<file path="src/hdl/rts_pkg.sv">
`timescale 1ns / 1ps
// ----------------------------------------------------------------------------
// rts_pkg: shared types and constants of the thread scheduler
// Request codes, result codes, controller states and control bundles.
// ----------------------------------------------------------------------------
package rts_pkg;

   localparam int ThreadSlots = 8;
   localparam int EventSlots  = 8;
   localparam int SlotW  = $clog2(ThreadSlots);
   localparam int EvtW   = $clog2(EventSlots);
   localparam int TCntW  = $clog2(ThreadSlots + 1);
   localparam int ECntW  = $clog2(EventSlots + 1);

   typedef enum logic [3:0] {
      REQ_TICK       = 4'd0,
      REQ_START      = 4'd1,
      REQ_ADD_THREAD = 4'd2,
      REQ_ADD_EVENT  = 4'd3,
      REQ_KILL_ID    = 4'd4,
      REQ_KILL_SELF  = 4'd5,
      REQ_KILL_OTHER = 4'd6,
      REQ_SLEEP      = 4'd7,
      REQ_YIELD      = 4'd8,
      REQ_SET_BLOCK  = 4'd9
   } req_code_type;

   typedef enum logic [1:0] {
      KIND_STATUS = 2'd0,
      KIND_EVENT  = 2'd1,
      KIND_CHOSEN = 2'd2
   } kind_type;

   typedef enum logic [1:0] {
      ST_OK      = 2'd0,
      ST_FULL    = 2'd1,
      ST_LAST    = 2'd2,
      ST_NO_SUCH = 2'd3
   } status_type;

   typedef enum logic [2:0] {
      S_IDLE,
      S_DECODE,
      S_EVENT,
      S_SCAN,
      S_PICK_OUT
   } state_type;

   // controller -> datapath
   typedef struct packed {
      logic latch;       // capture request
      logic execute;     // apply request, emit any direct reply
      logic event_step;  // check one event slot
      logic scan_init;   // prepare event sweep and pick scan
      logic scan_step;   // examine one thread slot
      logic emit_pick;   // emit chosen thread result
   } ctrl_type;

   // datapath -> controller
   typedef struct packed {
      logic needs_events; // tick with armed events
      logic needs_pick;   // request ends with a pick
      logic event_done;   // last event slot examined
      logic scan_done;    // last thread slot examined
   } stat_type;

endpackage

</file>
<file path="src/hdl/rts_ctrl.sv">
`timescale 1ns / 1ps
// ----------------------------------------------------------------------------
// rts_ctrl: scheduler controller
// Sequences decode, event sweep, pick scan and result emission.
// ----------------------------------------------------------------------------
module rts_ctrl (
   input  logic              clock,
   input  logic              reset,
   input  logic              start,
   output logic              busy,
   input  rts_pkg::stat_type stat,
   output rts_pkg::ctrl_type ctrl
);

   rts_pkg::state_type state_ff, state_in;

   // next state
   always_comb begin
      state_in = state_ff;
      unique case (state_ff)
         rts_pkg::S_IDLE:   if (start) state_in = rts_pkg::S_DECODE;
         rts_pkg::S_DECODE: begin
            if (stat.needs_events) state_in = rts_pkg::S_EVENT;
            else if (stat.needs_pick) state_in = rts_pkg::S_SCAN;
            else state_in = rts_pkg::S_IDLE;
         end
         rts_pkg::S_EVENT:    if (stat.event_done) state_in = rts_pkg::S_SCAN;
         rts_pkg::S_SCAN:     if (stat.scan_done) state_in = rts_pkg::S_PICK_OUT;
         rts_pkg::S_PICK_OUT: state_in = rts_pkg::S_IDLE;
         default:             state_in = rts_pkg::S_IDLE;
      endcase
   end

   // outputs
   always_comb begin
      ctrl = '0;
      busy = (state_ff != rts_pkg::S_IDLE);
      unique case (state_ff)
         rts_pkg::S_IDLE:   ctrl.latch = start;
         rts_pkg::S_DECODE: begin
            ctrl.execute   = 1'b1;
            ctrl.scan_init = 1'b1;
         end
         rts_pkg::S_EVENT:    ctrl.event_step = 1'b1;
         rts_pkg::S_SCAN:     ctrl.scan_step  = 1'b1;
         rts_pkg::S_PICK_OUT: ctrl.emit_pick  = 1'b1;
         default: ;
      endcase
   end

   always_ff @(posedge clock) begin
      if (reset) state_ff <= rts_pkg::S_IDLE;
      else       state_ff <= state_in;
   end

   ast_one_action: assert property (@(posedge clock) disable iff (reset)
      $onehot0({ctrl.execute, ctrl.event_step, ctrl.scan_step, ctrl.emit_pick}))
      else $error("multiple actions at once");
   ast_pick_after_scan: assert property (@(posedge clock) disable iff (reset)
      ctrl.emit_pick |-> $past(ctrl.scan_step))
      else $error("pick result without scan");
   ast_latch_idle: assert property (@(posedge clock) disable iff (reset)
      ctrl.latch |-> !busy)
      else $error("request latched while busy");

endmodule

</file>
<file path="src/hdl/rts_datapath.sv">
`timescale 1ns / 1ps
// ----------------------------------------------------------------------------
// rts_datapath: scheduler tables and arithmetic
// Holds thread and event tables; one event or thread slot per scan cycle.
// ----------------------------------------------------------------------------
module rts_datapath (
   input  logic                       clock,
   input  logic                       reset,
   input  rts_pkg::ctrl_type          ctrl,
   output rts_pkg::stat_type          stat,
   input  logic [3:0]                 req_type,
   input  logic [7:0]                 req_priority_req,
   input  logic [31:0]                req_thread_id,
   input  logic [2:0]                 req_slot,
   input  logic [31:0]                req_duration,
   input  logic                       req_block_value,
   output logic                       rsp_strobe,
   output logic [1:0]                 rsp_kind,
   output logic [1:0]                 rsp_status,
   output logic [2:0]                 rsp_index,
   output logic [31:0]                rsp_result_id,
   output logic                       rsp_last
);

   localparam int SW = rts_pkg::SlotW;
   localparam int EW = rts_pkg::EvtW;
   localparam int NT = rts_pkg::ThreadSlots;
   localparam int NE = rts_pkg::EventSlots;

   // request capture
   logic [3:0]  rq_type_ff;
   logic [7:0]  rq_prio_ff;
   logic [31:0] rq_tid_ff, rq_dur_ff;
   logic [2:0]  rq_slot_ff;
   logic        rq_bval_ff;

   // thread table
   logic [NT-1:0] alive_ff, asleep_ff, blocked_ff;
   logic [7:0]    prio_ff [NT];
   logic [31:0]   wake_ff [NT];
   logic [15:0]   tag_ff  [NT];
   logic [15:0]   idcnt_ff;
   logic [SW-1:0] cur_ff;
   logic [rts_pkg::TCntW-1:0] tcount_ff;
   logic [31:0]   time_ff;

   // event table (memory, undefined until written)
   logic [31:0] ev_period_mem [NE];
   logic [31:0] ev_due_mem    [NE];
   logic [rts_pkg::ECntW-1:0] ecount_ff;

   // scan state
   logic [EW-1:0] ev_idx_ff;
   logic [SW-1:0] sc_off_ff;
   logic [8:0]    best_ff;
   logic [SW-1:0] chosen_ff;

   // output registers
   logic        o_strobe_ff, o_last_ff;
   logic [1:0]  o_kind_ff, o_status_ff;
   logic [2:0]  o_index_ff;
   logic [31:0] o_id_ff;

   function automatic logic [31:0] id_of(input logic [15:0] tag, input logic [SW-1:0] s);
      return {tag, 16'(s)};
   endfunction

   // decode helpers
   logic [SW-1:0] free_slot;
   logic          free_found;
   logic [SW-1:0] kill_slot;
   logic          kill_found;
   logic [SW-1:0] start_slot;
   logic [8:0]    start_best;
   logic [SW-1:0] blk_slot;
   logic          blk_ok;
   logic [31:0]   time_next;

   always_comb begin
      free_slot  = '0;
      free_found = 1'b0;
      kill_slot  = '0;
      kill_found = 1'b0;
      start_slot = '0;
      start_best = 9'd256;
      for (int s = NT - 1; s >= 0; s--) begin
         if (!alive_ff[s]) begin
            free_slot  = SW'(s);
            free_found = 1'b1;
         end
         if (alive_ff[s] && id_of(tag_ff[s], SW'(s)) == rq_tid_ff) begin
            kill_slot  = SW'(s);
            kill_found = 1'b1;
         end
      end
      for (int s = 0; s < NT; s++) begin
         if (alive_ff[s] && {1'b0, prio_ff[s]} < start_best) begin
            start_best = {1'b0, prio_ff[s]};
            start_slot = SW'(s);
         end
      end
      blk_ok   = ({29'd0, rq_slot_ff} < 32'(NT));
      blk_slot = SW'(rq_slot_ff);
      time_next = time_ff + 32'd1;
   end

   // scan candidate
   logic [SW-1:0] sc_slot;
   logic          sc_last;
   assign sc_slot = cur_ff + sc_off_ff + SW'(1);
   assign sc_last = (sc_off_ff == SW'(NT - 1));

   logic ev_last;
   assign ev_last = (32'(ev_idx_ff) + 32'd1 >= 32'(ecount_ff));

   // pick-needed decision at decode
   logic pick_need;
   always_comb begin
      pick_need = 1'b0;
      case (rq_type_ff)
         rts_pkg::REQ_TICK, rts_pkg::REQ_SLEEP, rts_pkg::REQ_YIELD: pick_need = 1'b1;
         rts_pkg::REQ_KILL_ID:
            pick_need = (tcount_ff != 1) && kill_found && (kill_slot == cur_ff);
         rts_pkg::REQ_KILL_SELF:
            pick_need = (tcount_ff != 1) && alive_ff[cur_ff];
         default: pick_need = 1'b0;
      endcase
   end

   always_comb begin
      stat.needs_events = (rq_type_ff == rts_pkg::REQ_TICK) && (ecount_ff != '0);
      stat.needs_pick   = pick_need;
      stat.event_done   = ev_last;
      stat.scan_done    = sc_last;
   end

   always_ff @(posedge clock) begin
      o_strobe_ff <= 1'b0;
      if (ctrl.latch) begin
         rq_type_ff <= req_type;
         rq_prio_ff <= req_priority_req;
         rq_tid_ff  <= req_thread_id;
         rq_slot_ff <= req_slot;
         rq_dur_ff  <= req_duration;
         rq_bval_ff <= req_block_value;
      end

      if (ctrl.scan_init) begin
         sc_off_ff <= '0;
         ev_idx_ff <= '0;
         best_ff   <= 9'd256;
         chosen_ff <= cur_ff;
      end

      // request handling at decode
      if (ctrl.execute) begin
         o_kind_ff   <= rts_pkg::KIND_STATUS;
         o_status_ff <= rts_pkg::ST_OK;
         o_index_ff  <= '0;
         o_id_ff     <= '0;
         o_last_ff   <= 1'b1;
         o_strobe_ff <= 1'b0;
         case (rq_type_ff)
            rts_pkg::REQ_TICK: begin
               time_ff <= time_next;
               for (int s = 0; s < NT; s++)
                  if (asleep_ff[s] && wake_ff[s] <= time_next) asleep_ff[s] <= 1'b0;
            end
            rts_pkg::REQ_START: begin
               cur_ff      <= start_slot;
               o_kind_ff   <= rts_pkg::KIND_CHOSEN;
               o_index_ff  <= 3'(start_slot);
               o_id_ff     <= id_of(tag_ff[start_slot], start_slot);
               o_strobe_ff <= 1'b1;
            end
            rts_pkg::REQ_ADD_THREAD: begin
               o_strobe_ff <= 1'b1;
               if (!free_found || tcount_ff >= rts_pkg::TCntW'(NT))
                  o_status_ff <= rts_pkg::ST_FULL;
               else begin
                  alive_ff[free_slot]   <= 1'b1;
                  prio_ff[free_slot]    <= rq_prio_ff;
                  tag_ff[free_slot]     <= idcnt_ff;
                  blocked_ff[free_slot] <= 1'b0;
                  asleep_ff[free_slot]  <= 1'b0;
                  idcnt_ff  <= idcnt_ff + 16'd1;
                  tcount_ff <= tcount_ff + 1'b1;
                  o_index_ff <= 3'(free_slot);
                  o_id_ff    <= id_of(idcnt_ff, free_slot);
               end
            end
            rts_pkg::REQ_ADD_EVENT: begin
               o_strobe_ff <= 1'b1;
               if (ecount_ff >= rts_pkg::ECntW'(NE)) o_status_ff <= rts_pkg::ST_FULL;
               else begin
                  ev_period_mem[EW'(ecount_ff)] <= rq_dur_ff;
                  ev_due_mem[EW'(ecount_ff)]    <= time_ff + rq_dur_ff;
                  ecount_ff  <= ecount_ff + 1'b1;
                  o_index_ff <= 3'(ecount_ff);
               end
            end
            rts_pkg::REQ_KILL_ID: begin
               o_strobe_ff <= 1'b1;
               if (tcount_ff == 1) o_status_ff <= rts_pkg::ST_LAST;
               else if (!kill_found) o_status_ff <= rts_pkg::ST_NO_SUCH;
               else begin
                  alive_ff[kill_slot]   <= 1'b0;
                  blocked_ff[kill_slot] <= 1'b0;
                  asleep_ff[kill_slot]  <= 1'b0;
                  wake_ff[kill_slot]    <= '0;
                  tcount_ff  <= tcount_ff - 1'b1;
                  o_index_ff <= 3'(kill_slot);
                  o_id_ff    <= rq_tid_ff;
                  o_last_ff  <= (kill_slot != cur_ff);
               end
            end
            rts_pkg::REQ_KILL_SELF: begin
               o_strobe_ff <= 1'b1;
               if (tcount_ff == 1) o_status_ff <= rts_pkg::ST_LAST;
               else if (!alive_ff[cur_ff]) o_status_ff <= rts_pkg::ST_NO_SUCH;
               else begin
                  alive_ff[cur_ff] <= 1'b0;
                  tcount_ff  <= tcount_ff - 1'b1;
                  o_index_ff <= 3'(cur_ff);
                  o_id_ff    <= id_of(tag_ff[cur_ff], cur_ff);
                  o_last_ff  <= 1'b0;
               end
            end
            rts_pkg::REQ_KILL_OTHER: begin
               o_strobe_ff <= 1'b1;
               if (tcount_ff == 1) o_status_ff <= rts_pkg::ST_LAST;
               else if (!alive_ff[cur_ff]) o_status_ff <= rts_pkg::ST_NO_SUCH;
               else begin
                  for (int s = 0; s < NT; s++)
                     if (SW'(s) != cur_ff) alive_ff[s] <= 1'b0;
                  tcount_ff  <= rts_pkg::TCntW'(1);
                  o_index_ff <= 3'(cur_ff);
                  o_id_ff    <= id_of(tag_ff[cur_ff], cur_ff);
               end
            end
            rts_pkg::REQ_SLEEP: begin
               if (alive_ff[cur_ff]) begin
                  wake_ff[cur_ff]   <= time_ff + rq_dur_ff;
                  asleep_ff[cur_ff] <= 1'b1;
               end
            end
            rts_pkg::REQ_YIELD: ;
            rts_pkg::REQ_SET_BLOCK: begin
               o_strobe_ff <= 1'b1;
               if (!blk_ok) o_status_ff <= rts_pkg::ST_NO_SUCH;
               else begin
                  blocked_ff[blk_slot] <= rq_bval_ff;
                  o_index_ff <= 3'(blk_slot);
                  o_id_ff    <= id_of(tag_ff[blk_slot], blk_slot);
               end
            end
            default: o_strobe_ff <= 1'b1;
         endcase
      end

      // fire due events, one slot a cycle
      if (ctrl.event_step) begin
         ev_idx_ff <= ev_idx_ff + 1'b1;
         if (ev_due_mem[ev_idx_ff] == time_ff) begin
            ev_due_mem[ev_idx_ff] <= time_ff + ev_period_mem[ev_idx_ff];
            o_strobe_ff <= 1'b1;
            o_kind_ff   <= rts_pkg::KIND_EVENT;
            o_status_ff <= rts_pkg::ST_OK;
            o_index_ff  <= 3'(ev_idx_ff);
            o_id_ff     <= '0;
            o_last_ff   <= 1'b0;
         end
      end

      // round-robin priority scan, one slot a cycle
      if (ctrl.scan_step) begin
         sc_off_ff <= sc_off_ff + 1'b1;
         if (alive_ff[sc_slot] && !blocked_ff[sc_slot] && !asleep_ff[sc_slot]
             && {1'b0, prio_ff[sc_slot]} < best_ff) begin
            best_ff   <= {1'b0, prio_ff[sc_slot]};
            chosen_ff <= sc_slot;
         end
      end

      if (ctrl.emit_pick) begin
         cur_ff      <= chosen_ff;
         o_strobe_ff <= 1'b1;
         o_kind_ff   <= rts_pkg::KIND_CHOSEN;
         o_status_ff <= rts_pkg::ST_OK;
         o_index_ff  <= 3'(chosen_ff);
         o_id_ff     <= id_of(tag_ff[chosen_ff], chosen_ff);
         o_last_ff   <= 1'b1;
      end

      if (reset) begin
         o_strobe_ff <= 1'b0;
         alive_ff    <= '0;
         asleep_ff   <= '0;
         blocked_ff  <= '0;
         for (int s = 0; s < NT; s++) begin
            prio_ff[s] <= '0;
            wake_ff[s] <= '0;
            tag_ff[s]  <= '0;
         end
         idcnt_ff  <= '0;
         cur_ff    <= '0;
         tcount_ff <= '0;
         time_ff   <= '0;
         ecount_ff <= '0;
      end
   end

   assign rsp_strobe    = o_strobe_ff;
   assign rsp_kind      = o_kind_ff;
   assign rsp_status    = o_status_ff;
   assign rsp_index     = o_index_ff;
   assign rsp_result_id = o_id_ff;
   assign rsp_last      = o_last_ff;

   ast_count_range: assert property (@(posedge clock) disable iff (reset)
      tcount_ff <= rts_pkg::TCntW'(NT))
      else $error("thread count out of range");
   ast_count_alive: assert property (@(posedge clock) disable iff (reset)
      ecount_ff <= rts_pkg::ECntW'(NE))
      else $error("event count out of range");
   ast_pick_last: assert property (@(posedge clock) disable iff (reset)
      ctrl.emit_pick |=> rsp_strobe && rsp_last)
      else $error("pick result missing last");

endmodule

</file>
<file path="src/hdl/rtos_thread_scheduler_top.sv">
`timescale 1ns / 1ps
// ----------------------------------------------------------------------------
// rtos_thread_scheduler_top: hardware thread scheduler
// Priority round-robin scheduler over eight thread slots and eight events.
// ----------------------------------------------------------------------------
// Usage:
//   Drive req_* and pulse start while busy is low; the item is taken at
//   that edge and busy rises the next cycle; it falls in the cycle the
//   final result is shown. Each result appears for one cycle with
//   rsp_strobe high; rsp_last marks the final one. The receiver cannot
//   stall, so results must be captured on the cycle they show.
// Request flow:
//   Simple requests: decode applies the request and registers its reply.
//   Requests that pick a thread: decode, a scan of all eight thread slots
//   in turn, then an output state that registers the chosen result.
//   Tick: an event sweep over every armed event slot (event table read port)
//   runs ahead of the thread scan.
// Reset: synchronous; clears all thread state, time and counters. Event
//   table contents stay undefined until written.
// ----------------------------------------------------------------------------
module rtos_thread_scheduler_top (
   input  logic        clock,
   input  logic        reset,
   input  logic        start,
   output logic        busy,
   input  logic [3:0]  req_type,
   input  logic [7:0]  req_priority_req,
   input  logic [31:0] req_thread_id,
   input  logic [2:0]  req_slot,
   input  logic [31:0] req_duration,
   input  logic        req_block_value,
   output logic        rsp_strobe,
   output logic [1:0]  rsp_kind,
   output logic [1:0]  rsp_status,
   output logic [2:0]  rsp_index,
   output logic [31:0] rsp_result_id,
   output logic        rsp_last
);

   rts_pkg::ctrl_type ctrl;
   rts_pkg::stat_type stat;

   rts_ctrl u_ctrl (
      .clock (clock),
      .reset (reset),
      .start (start),
      .busy  (busy),
      .stat  (stat),
      .ctrl  (ctrl)
   );

   rts_datapath u_dp (
      .clock            (clock),
      .reset            (reset),
      .ctrl             (ctrl),
      .stat             (stat),
      .req_type         (req_type),
      .req_priority_req (req_priority_req),
      .req_thread_id    (req_thread_id),
      .req_slot         (req_slot),
      .req_duration     (req_duration),
      .req_block_value  (req_block_value),
      .rsp_strobe       (rsp_strobe),
      .rsp_kind         (rsp_kind),
      .rsp_status       (rsp_status),
      .rsp_index        (rsp_index),
      .rsp_result_id    (rsp_result_id),
      .rsp_last         (rsp_last)
   );

endmodule

</file>
<file path="config.mk">
export PLATFORM = sky130hd
export DESIGN_NAME = rtos_thread_scheduler_top
export DESIGN_NICKNAME = d
export VERILOG_FILES = /design/src/hdl/rts_pkg.sv /design/src/hdl/rts_ctrl.sv /design/src/hdl/rts_datapath.sv /design/src/hdl/rtos_thread_scheduler_top.sv
export SDC_FILE = /design/constraint.sdc
export NUM_CORES = 2
export LEC_CHECK = 0
export BUFFER_PORTS_ARGS = -buffer_cell sky130_fd_sc_hd__buf_2
export CAP_MARGIN = 40
export CORE_AREA = 4 4 344 346
export DETAILED_ROUTE_END_ITERATION = 10
export DIE_AREA = 0 0 348 350
export HOLD_SLACK_MARGIN = 0.05
export PLACE_DENSITY = 0.71
export SYNTH_ARGS = -nofsm -noshare
export SYNTH_HDL_FRONTEND = slang
export SYNTH_SLANG_ARGS = --single-unit
</file>
<file path="constraint.sdc">
create_clock -name clock -period 18.53 [get_ports clock]
set_input_delay 0.9265 -clock clock [delete_from_list [all_inputs] [get_ports clock]]
set_output_delay 0.9265 -clock clock [all_outputs]
set_load 0.05 [all_outputs]
</file>
==> flow_summary.toml <==
[synth]
synth_common_cells = "nand2_1, edfxtp_1, dfxtp_1"
yosys.area.top_type_share_pct = 28.4
async_flop_share_pct = 0
ys_warn_count = 0
yosysTopAreaCell = "edfxtp_1"
synthFlopType = "edfxtp_1"
yosys_register_bits = 1194
syn_area_sq_um = 63100
yosysMostFrequentCell = "nand2_1"
synth_cells = 5949
synth-seq-area-share_pct = 47.4
ys_top_cells_by_area = "edfxtp_1, dfxtp_1, mux4_2, ha_1, nand2_1"
synth_edf_count = 598
synth_nets = 6420
synth_cell_types = 98
synth_area_per_cell_sq_um = 10.6

[routing]
drtIter0Drc = 6332
ant_nets = 0
viasPerCell = 6.42
drc_errors = 0
vias = 49106
first_pass_iters = 8
totalWireLength_um = 200000
wl_per_cell_um = 26.1

[worst_setup_path]
critPathMaxStageDelay_ns = 0.64
critPathMaxFanout = 50
critical_path_class = "reg2reg"
cp-startpoint = "u_dp.alive_ff[0]"
startpoint_type = "flop"
r2r_setup_slack_ns = 1.59
cpMaxStageDelayCell = "a31oi_2"
crit_path_end = "u_dp.rsp_result_id[23]"
end_kind = "flop"
r2r-start = "u_dp.alive_ff[0]"
worstPathArrival_ns = 17.61
r2r-end = "u_dp.rsp_result_id[23]"
crit_top_cell = "a21oi_1"
cp.required_ns = 19.20
rr_worst_depth = 67

[final_layout]
num-fill-cells = 9198
syn_to_final_growth_pct = 11.5
layout.nets = 6491
final_cells = 7652
final_core_util_pct = 61.0
layout-drive-gt1-share_pct = 14.4

[timing]
hold_viol = 0
tns_ns = 0
rsz0062_at_grt = "false"
post-route-period-util_pct = 91.4
period_minus_slack_ns = 16.94
worst_pin_slew_ns = 0.985
finalSetupViolations = 0
skew_ns = 0.0366
maxSlewViolCount = 0
clock.fmax_ghz = 0.0590
slew_headroom_pct = 34.1

[clock_tree]
cts_htree_levels = 4
cts_resized = 0
insertion_delay_ns = 0.77
cts_setup_buffers = 0
cts_sinks = 1194
cts.path.max_buffers = 3
cts-buffers-inserted = 130
cts-root-buf = "clkbuf_16"
clkSlewWorstSetupHoldPaths_ns = 0.06
holdBufCountCts = 0
cts_tree = "built"

[floorplanning]
core_sq_um = 115000
rows = 125
die_y_um = 350
die_w_um = 348
start_util_pct = 54.7
ioPinCount = 125
dieArea_sq_um = 122000

[placement]
port_buffers = 124
hpwl_um = 138000
dp.cells = 7409
globalplace.congestion = 0.997

[run]
maxCapViolCount = 0

[global_route]
grt_antenna_before_repair = 5
globalRouteOverflowTotal = 0
grt_pass1_wl_um = 297000
gr-usage-all-layers_pct = 32.2
first_global_vias = 46692
grt_max_degree = 169

[pwr]
power_density_nw_per_um2 = 85.8
p_leak_nw = 24.8
vdd_drop_max_mv = 0.104

[run_status]
outcome = "finished, final reports clean"

[min_path]
hold_class = "in2reg"
-- final cells by class --
cell class	count	area (sq um)	area share (%)
clock inverters	55	663	0.942
repair buffers	281	2130	3.02
flip-flops and latches	1194	29900	42.5
clock buffers	182	3580	5.08
well taps	1524	1910	2.71
diodes	3	7.51	0.0107
inverters	90	338	0.480
multi-input cells	4323	31900	45.3
-- sequential cells by signal, summed over array words and instances (netlist names), 8 cells and up, named ones only --
register and count:
u_dp.rq_tid_ff 32, u_dp.blocked_ff 8, u_dp.wake_ff 256, u_dp.rq_prio_ff 8
u_dp.tag_ff 128, u_dp.ev_due_mem 256, u_dp.ev_period_mem 256, u_dp.time_ff 32
u_dp.idcnt_ff 16, u_dp.asleep_ff 8, u_dp.rq_dur_ff 32, u_dp.alive_ff 8
u_dp.best_ff 9, u_dp.rsp_result_id 32, u_dp.prio_ff 64
-- layout by cell type, fill, tap and decap left out, types with 191 or more instances in the layout --
cell,synthesis,final
a21oi_1,578,578
dfxtp_1,596,589
edfxtp_1,598,598
ha_1,385,385
mux2i_1,215,215
mux4_2,242,242
nand2_1,909,905
nor2_1,427,407
o21ai_0,216,216
xnor2_1,194,191
-- worst max-delay path: cells and delay by family (launching register included) --
| family | cells | cell delay, ns |
|---|---|---|
| AND/OR/NAND/NOR | 14 | 2.60 |
| AO/OA/AOI/OAI | 38 | 9.59 |
| adder cells (fa/ha/maj) | 7 | 2.04 |
| flip-flops | 1 | 0.57 |
| multiplexers | 1 | 0.30 |
| buffers and inverters | 7 | 1.73 |
-- cells by family (layout without fill, tap and decap cells) --
logic type | Yosys count | after routing | synth area share, %
compound gates | 1123 | 1123 | 10.5
xor+xnor | 293 | 293 | 4.07
fa+ha+maj | 388 | 388 | 7.73
buf+inv | 432 | 608 | 2.63
flops | 1194 | 1194 | 47.4
mux | 546 | 546 | 13.6
other cells | 0 | 3 | 0
simple gates | 1973 | 1973 | 14.1
-- where the power goes --
| part | switching [mW] | leakage [nW] | internal [mW] | total [mW] |
|---|---|---|---|---|
| Clock | 1.11 | 2.05 | 1.48 | 2.59 |
| Combinational | 0.326 | 12.5 | 0.227 | 0.554 |
| Sequential | 0.0767 | 10.2 | 2.81 | 2.89 |
-- per-layer routing --
metal / track usage (%) / vias up / part of all wire, % / wire length [um]
met5: 0 / - / 0 / 0
met4: 12.0 / 0 / 4.0 / 8040
met3: 8.74 / 473 / 12 / 23700
met2: 48.7 / 2876 / 44 / 87800
met1: 44.8 / 23827 / 40 / 80200
li1: - / 21930 / - / -
-- worst min path at each step --
stage                       start            endpoint  slack, ns  depth (start not counted)
6_report         req_duration[14]  u_dp.rq_dur_ff[14]       0.34                          1
5_1_grt          req_duration[12]  u_dp.rq_dur_ff[12]       0.31                          1
4_1_cts          req_duration[14]  u_dp.rq_dur_ff[14]       0.28                          1
3_5_place_dp   u_dp.wake_ff[7][4]  u_dp.wake_ff[7][4]       0.45                          2
3_3_place_gp   u_dp.wake_ff[5][0]  u_dp.wake_ff[5][0]       0.44                          2
2_1_floorplan  u_dp.wake_ff[7][0]  u_dp.wake_ff[7][0]       0.43                          2
-- per-stage QoR --
step           cell area (sq um)  total power [mW]  hold slack [ns]  setup slack [ns]
2_1_floorplan              63100              3.29            0.432              4.34
3_3_place_gp               65500              3.47            0.440              1.87
3_5_place_dp               66100              3.49            0.448              1.88
4_1_cts                    70400              6.06            0.283              1.82
5_1_grt                    70400              6.21            0.309             0.163
6_report                   70400              6.04            0.339              1.59
Power figures use the tool's default switching activity.
